File: src/hdl/drlu_pkg.sv
// Shared constants, codes and item types for the dense ReLU layer.
package drlu_pkg;

  // Layer geometry.
  localparam int NUM_INPUTS  = 100;
  localparam int NUM_NEURONS = 4;
  localparam int WCOUNT      = NUM_INPUTS * NUM_NEURONS;

  // Field and datapath widths.
  localparam int WADDR_W  = 9;
  localparam int PADDR_W  = $clog2(NUM_INPUTS);
  localparam int PCNT_W   = $clog2(NUM_INPUTS + 1);
  localparam int NEUR_W   = 2;
  localparam int WGT_W    = 16;
  localparam int ACC_W    = 24;
  localparam int ACT_W    = 20;
  localparam int LR_W     = 16;
  localparam int TGT_W    = 4;
  localparam int CFG_IDX_W = 3;
  localparam int NUM_BIAS = 4;

  // Training arithmetic widths and constants.
  localparam int ERR_W    = ACT_W + 1;
  localparam int PROD_W   = ERR_W + LR_W + 1;
  localparam int FRAC_SH  = 16;
  localparam int DELTA_W  = PROD_W - FRAC_SH;
  localparam int TARGET_ONE = 4096;
  localparam int ROUND_HALF = 32768;
  localparam int ACT_MAX  = 1048575;

  // Opcodes of an input transaction; the queue carries the same codes.
  localparam logic [1:0] OP_LOAD  = 2'd0;
  localparam logic [1:0] OP_PIXEL = 2'd1;
  localparam logic [1:0] OP_TRAIN = 2'd2;

  // Configuration register indexes.
  localparam logic [CFG_IDX_W-1:0] CFG_BIAS0      = 3'd0;
  localparam logic [CFG_IDX_W-1:0] CFG_BIAS1      = 3'd1;
  localparam logic [CFG_IDX_W-1:0] CFG_BIAS2      = 3'd2;
  localparam logic [CFG_IDX_W-1:0] CFG_BIAS3      = 3'd3;
  localparam logic [CFG_IDX_W-1:0] CFG_LEARN_RATE = 3'd4;
  localparam logic [LR_W-1:0]      LR_RESET       = 16'd3277;

  typedef struct packed {
    logic [1:0]              opcode;
    logic [WADDR_W-1:0]      weight_index;
    logic signed [WGT_W-1:0] weight_value;
    logic                    pixel_bit;
    logic                    last_pixel;
    logic [TGT_W-1:0]        target_bits;
  } in_item_t;

  typedef struct packed {
    logic [NEUR_W-1:0] neuron_number;
    logic [ACT_W-1:0]  activation;
    logic              last_result;
  } out_item_t;

  // Command handed from the front end to the execution unit.
  typedef struct packed {
    logic [1:0]         kind;
    logic [WADDR_W-1:0] waddr;
    logic [WGT_W-1:0]   wval;
    logic               pixel;
    logic               last;
    logic [TGT_W-1:0]   tgt;
  } cmd_t;

  // Queue status seen by both sides.
  typedef struct packed {
    logic full;
    logic empty;
  } q_status_t;

endpackage

File: src/hdl/drlu_fifo.sv
// Two-entry command queue between the front end and the execution unit.
module drlu_fifo (
  input  logic                clk,
  input  logic                rst_n,
  input  logic                push,
  input  drlu_pkg::cmd_t      push_cmd,
  input  logic                pop,
  output drlu_pkg::cmd_t      pop_cmd,
  output drlu_pkg::q_status_t q_status
);
  import drlu_pkg::*;

  cmd_t       slot_r [2];
  logic       wr_ptr_r, wr_ptr_nxt;
  logic       rd_ptr_r, rd_ptr_nxt;
  logic [1:0] cnt_r, cnt_nxt;
  logic       do_push, do_pop;

  assign q_status.full  = (cnt_r == 2'd2);
  assign q_status.empty = (cnt_r == 2'd0);
  assign do_push = push && !q_status.full;
  assign do_pop  = pop && !q_status.empty;
  assign pop_cmd = slot_r[rd_ptr_r];

  // Pointer and occupancy update.
  always_comb begin
    wr_ptr_nxt = do_push ? ~wr_ptr_r : wr_ptr_r;
    rd_ptr_nxt = do_pop ? ~rd_ptr_r : rd_ptr_r;
    cnt_nxt    = cnt_r + 2'(do_push) - 2'(do_pop);
  end

  always_ff @(posedge clk) begin
    if (!rst_n) begin
      wr_ptr_r <= 1'b0;
      rd_ptr_r <= 1'b0;
      cnt_r    <= 2'd0;
    end else begin
      wr_ptr_r <= wr_ptr_nxt;
      rd_ptr_r <= rd_ptr_nxt;
      cnt_r    <= cnt_nxt;
    end
  end

  // Payload slots need no reset.
  always_ff @(posedge clk) begin
    if (do_push) begin
      slot_r[wr_ptr_r] <= push_cmd;
    end
  end

endmodule

File: config.mk
export PLATFORM = sky130hd
export DESIGN_NAME = drlu_fifo
export DESIGN_NICKNAME = d
export VERILOG_FILES = /design/src/hdl/drlu_pkg.sv /design/src/hdl/drlu_fifo.sv
export SDC_FILE = /design/constraint.sdc
export NUM_CORES = 1
export LEC_CHECK = 0
export ABC_CLOCK_PERIOD_IN_PS = 6400
export BUFFER_PORTS_ARGS = -buffer_cell sky130_fd_sc_hd__clkbuf_2
export CORE_MARGIN = 1.5
export CORE_UTILIZATION = 56
export CTS_CLUSTER_DIAMETER = 50
export CTS_CLUSTER_SIZE = 30
export DETAILED_ROUTE_END_ITERATION = 16
export HOLD_SLACK_MARGIN = 0.12
export PLACE_DENSITY = 0.84
export SLEW_MARGIN = 20
export SYNTH_ARGS = -nofsm -noshare
export SYNTH_HDL_FRONTEND = slang
export SYNTH_SLANG_ARGS = --single-unit
File: constraint.sdc
create_clock -name clk -period 6.4 [get_ports clk]
set_input_delay 0.32 -clock clk [delete_from_list [all_inputs] [get_ports clk]]
set_output_delay 0.32 -clock clk [all_outputs]
set_load 0.1 [all_outputs]
* After elaboration in Yosys (flattened, before gate mapping)
Memories as Yosys holds them, arrays and structs flattened. A register that Yosys moved wholly into a read port is not among the register bits.
Cells that the tools add are included.
** Word-level totals
- Bits in registers :: 4
- RAM bits :: 66
- Output and inout bits :: 35
- Memories kept :: 1
** Cells by class
- Add/sub/neg operators :: 2
- Equal/unequal tests :: 1
- Mux-type cells :: 4
- Bitwise gates (word level) :: 2
- Reduce and logical (&&, ||, !) cells :: 5
** Memories
- slot_r :: words 2, width 33, rd ports 1, clocked after Yosys merged registers in 1, write ports 1, line drlu_fifo.sv:13 : cmd_t slot_r [2];
** Operator list (number)
- 1-bit two-way mux :: 4
- 2-bit by 1-bit adder with 2-bit output :: 1
- 2-bit equality test (second input constant) :: 1
- 1-bit logical AND :: 2
- 1-bit zero test :: 2
- 2-bit zero test :: 1
- 1-bit NOT :: 2
- 2-bit by 1-bit subtractor with 2-bit output :: 1

* Depth between registers and ports, before layout
- Depth in word-level cells :: 5
- Mapped depth :: 8
- Mapped depth without buffers :: 8

* Worst setup path after synthesis
Ideal clock, no wire load.
- Kind :: reg2reg
- From :: register cnt_r[0]
- To :: memory slot_r[0][0] (netlist bit), enable pin
- Setup time :: 0.423 ns
- Arrival time :: 1.986 ns
- Required time :: 5.977 ns
- Setup slack :: 3.991 ns
- Cell stages (with the launch flop) :: 4
- Buffers on the path :: 0
- Period minus slack after synthesis :: 2.409 ns
- Cell sequence :: dfxtp_1 > nand2b_1 > nand2_1 > nor2_1
** Between the ends
- Word-level cells in the longest chain between the ends :: 5
** Ends and longest elaborated chain
- start, declared :: line drlu_fifo.sv:16 : logic [1:0] cnt_r, cnt_nxt;
- start signal, assigned :: line drlu_fifo.sv:40 : cnt_r <= cnt_nxt;
- 2-bit equality test :: line drlu_fifo.sv:19 : assign q_status.full = (cnt_r == 2'd2);
- 1-bit zero test :: line drlu_fifo.sv:21 : assign do_push = push && !q_status.full;
- 1-bit logical AND :: line drlu_fifo.sv:21
- 1-bit two-way mux :: line drlu_fifo.sv:46 : if (do_push) begin
- 1-bit two-way mux (implied by the code) :: line drlu_fifo.sv:47 : slot_r[wr_ptr_r] <= push_cmd;
- end, declared :: line drlu_fifo.sv:13
Every way passes these cells.

==> qor.tcl <==
set qor(syn_avg_cell_area_um2) 21.3
set qor(endpoint_kind) {output pin}
set qor(ctsRootBufferMaster) {sky130_fd_sc_hd__clkbuf_8}
set qor(cp_max_fo) 33
set qor(yosysSeqAreaShare) 0.751
set qor(final_critical_path_time_including_i_o_delays_and_setup_ps) 2470
set qor(antenna-diode-count) 0
set qor(synthCells) 130
set qor(ioPinCount) 72
set qor(synthDominantCellAreaShare) 0.715
set qor(clock_tree_from_tritoncts) {built}
set qor(post_route_cells_drive_above_1_share) 0.561
set qor(floorplan.core_area_um2) 4750
set qor(iteration_0_drc_markers) 85
set qor(core.rowCount) 25
set qor(count_of_different_cell_masters_after_synthesis) 18
set qor(area_growth_syn_to_layout_pct) 20.4
set qor(synth-edff-count) 66
set qor(global_route.usage.total) 0.164
set qor(critical-path-max-stage-delay_ps) 1030
set qor(cts.sinks) 71
set qor(grt_first_pass_wirelength_mm) 6.22
set qor(portBuffers) 71
set qor(syn_area_um2) 2770
set qor(path_clk_slew_ps) 70
set qor(run_status) {finished clean}
set qor(clk-insertion-delay-late_ps) 320
set qor(fp.dieArea_um2) 5380
set qor(n_fill_cell) 335
set qor(cts.hold.buffers_added) 0
set qor(min_period_over_period) 0.385
set qor(worst_pin_slew_ps) 1050
set qor(grt_antenna_before_repair) 0
set qor(detail_route.wl_per_cell_um) 14.8
set qor(hpwlAfterDp_mm) 2.75
set qor(placer_s_final_routability_congestion_estimate) 0.638
set qor(min_path_type) {primary input to register}
set qor(post_synth_most_frequent_cells) {sky130_fd_sc_hd__edfxtp_1, sky130_fd_sc_hd__mux2_4, sky130_fd_sc_hd__dfxtp_1, sky130_fd_sc_hd__nor2_1}
set qor(via_count) 1367
set qor(seq_area_um2) 2080
set qor(critPathBufInv) 1
set qor(grt_remaining_overflow) 0
set qor(grt_pass1_vias) 1396
set qor(wl_mm) 4.17
set qor(viasPerCell) 4.86
set qor(worst_ep_required_time_ps) 6080
set qor(cts-root-to-sink-buffers) 2
set qor(crit_path_top_delay_cell) {sky130_fd_sc_hd__dfxtp_2}
set qor(post_cts.resized_instances) 0
set qor(highest_layer) {met4}
set qor(initial_core_util) 0.583
set qor(postSynthRegisterBits) 71
set qor(timing.max_cap.violations) 0
set qor(drt_pass1_iterations) 4
set qor(route.antenna.remaining_nets) 0
set qor(met1Wirelength_mm) 1.63
set qor(met2_length_mm) 2.20
set qor(yosys.cell_count.top_type) {sky130_fd_sc_hd__edfxtp_1}
set qor(multi_input_comb_area_um2) 614
set qor(design.final.nets) 248
set qor(max_clock_freq_mhz) 406
set qor(setup_viol_count_final) 0
set qor(asyncSetResetFlopFracSynth) 0
set qor(synth_ff_type) {sky130_fd_sc_hd__edfxtp_1}
set qor(post-route-drc-count) 0
set qor(critical_path.top_delay_family) {flip-flops}
set qor(final_clock_skew_ps) 5.41
set qor(die_height_um) 73.4
set qor(netlist.top_cell.by_area) {sky130_fd_sc_hd__edfxtp_1}
set qor(setup.worst_path.start_class) {register}
set qor(setup_repair_after_global_routing_missed_its_margin) {false}
set qor(htree_num_levels) 3
set qor(critical_path.cell_chain) {mux2_2 > clkbuf_2}
set qor(yosysWarningCount) 0
set qor(syn_nets) 169
set qor(timing_max_transition_violations_final) 0
set qor(synthTopCellsByArea) {sky130_fd_sc_hd__edfxtp_1, sky130_fd_sc_hd__mux2_4, sky130_fd_sc_hd__dfxtp_1}
set qor(pin_count_of_the_biggest_net_entering_global_routing) 34
set qor(cts_inserted_buffers) 9
set qor(relSlewSlack) 0.298
set qor(post_cts_buffers) 0
set qor(tns_ps) 0
set qor(wl_met3_um) 268
set qor(timing_worst_setup_path_type) {register to output pin}
set qor(cp_data_arrival_time_ps) 2150
set qor(final_hold_viol_count) 0
set qor(floorplan.die.width_um) 73.4
[cell type report]
cell class | count | share of cell area
clock buffer | 11 | 0.0394
multi-input combinational | 52 | 0.184
tap | 67 | 0.0251
clock inverter | 5 | 0.0146
sequential | 71 | 0.625
timing repair buffer | 72 | 0.109
inverter | 3 | 0.00338
[stage by stage]
step | hold slack [ps] | std cells | area, um^2 | setup WS (ps) | utilization
2_1_floorplan | 419 | 130 | 2770 | 3990 | -
3_3_place_gp | 496 | 265 | 3160 | 4250 | 0.664
3_5_place_dp | 513 | 265 | 3160 | 4250 | 0.664
4_1_cts | 166 | 281 | 3340 | 3880 | 0.702
5_1_grt | 167 | 281 | 3340 | 3830 | 0.702
6_report | 182 | 281 | 3340 | 3930 | 0.702
[path summary, 6_finish.rpt]
kind           startpoint             to  slack [ps]  cells after the start
max reg2reg      cnt_r[0]   slot_r[0][0]        4590                      3
min          push_cmd[23]  slot_r[1][23]         180                      1
max              register     pop_cmd[0]        3930                      2
min reg2reg      wr_ptr_r       wr_ptr_r         520                      2
[placed cells by master, fill, tap and decap left out]
cell type,count
sky130_fd_sc_hd__nor2_1,4
sky130_fd_sc_hd__clkinv_1,1
sky130_fd_sc_hd__nand2_1,2
sky130_fd_sc_hd__clkbuf_1,2
sky130_fd_sc_hd__bufinv_16,1
sky130_fd_sc_hd__nand2b_1,2
sky130_fd_sc_hd__buf_4,1
sky130_fd_sc_hd__nor3_1,1
sky130_fd_sc_hd__and3_1,1
sky130_fd_sc_hd__and2_1,2
sky130_fd_sc_hd__clkbuf_2,71
sky130_fd_sc_hd__xnor2_1,1
sky130_fd_sc_hd__clkinv_2,3
sky130_fd_sc_hd__xor2_1,1
sky130_fd_sc_hd__clkbuf_8,9
sky130_fd_sc_hd__mux2i_1,1
sky130_fd_sc_hd__mux2_2,3
sky130_fd_sc_hd__nor2_4,1
sky130_fd_sc_hd__o21a_1,1
sky130_fd_sc_hd__ha_1,2
sky130_fd_sc_hd__edfxtp_1,66
sky130_fd_sc_hd__mux2_4,30
sky130_fd_sc_hd__dfxtp_2,1
sky130_fd_sc_hd__dfxtp_1,4
sky130_fd_sc_hd__inv_1,3
[state kept, by name, indices dropped and copies added, names as in the netlist, named ones only]
| register | flops |
|---|---|
| cnt_r | 2 |
| rd_ptr_r | 1 |
| slot_r | 66 |
| wr_ptr_r | 1 |
[metal layers]
metal,vias up,global-route usage
met5,-,0
met4,0,0.0864
met3,7,0.0535
met2,49,0.277
met1,660,0.185
li1,651,-
[cell families after synthesis]
| group | after synthesis | synth area share |
|---|---|---|
| AO/OA/AOI/OAI | 1 | 0.00271 |
| flip-flops | 71 | 0.751 |
| multiplexers | 34 | 0.178 |
| buffers and inverters | 7 | 0.0298 |
| adder cells (fa/ha/maj) | 2 | 0.00903 |
| AND/OR/NAND/NOR | 13 | 0.0226 |
| XOR/XNOR | 2 | 0.00632 |
Power is left out: the tool's default activity adds up to more than one toggle a clock period on the data nets, which glitch-free logic cannot reach.
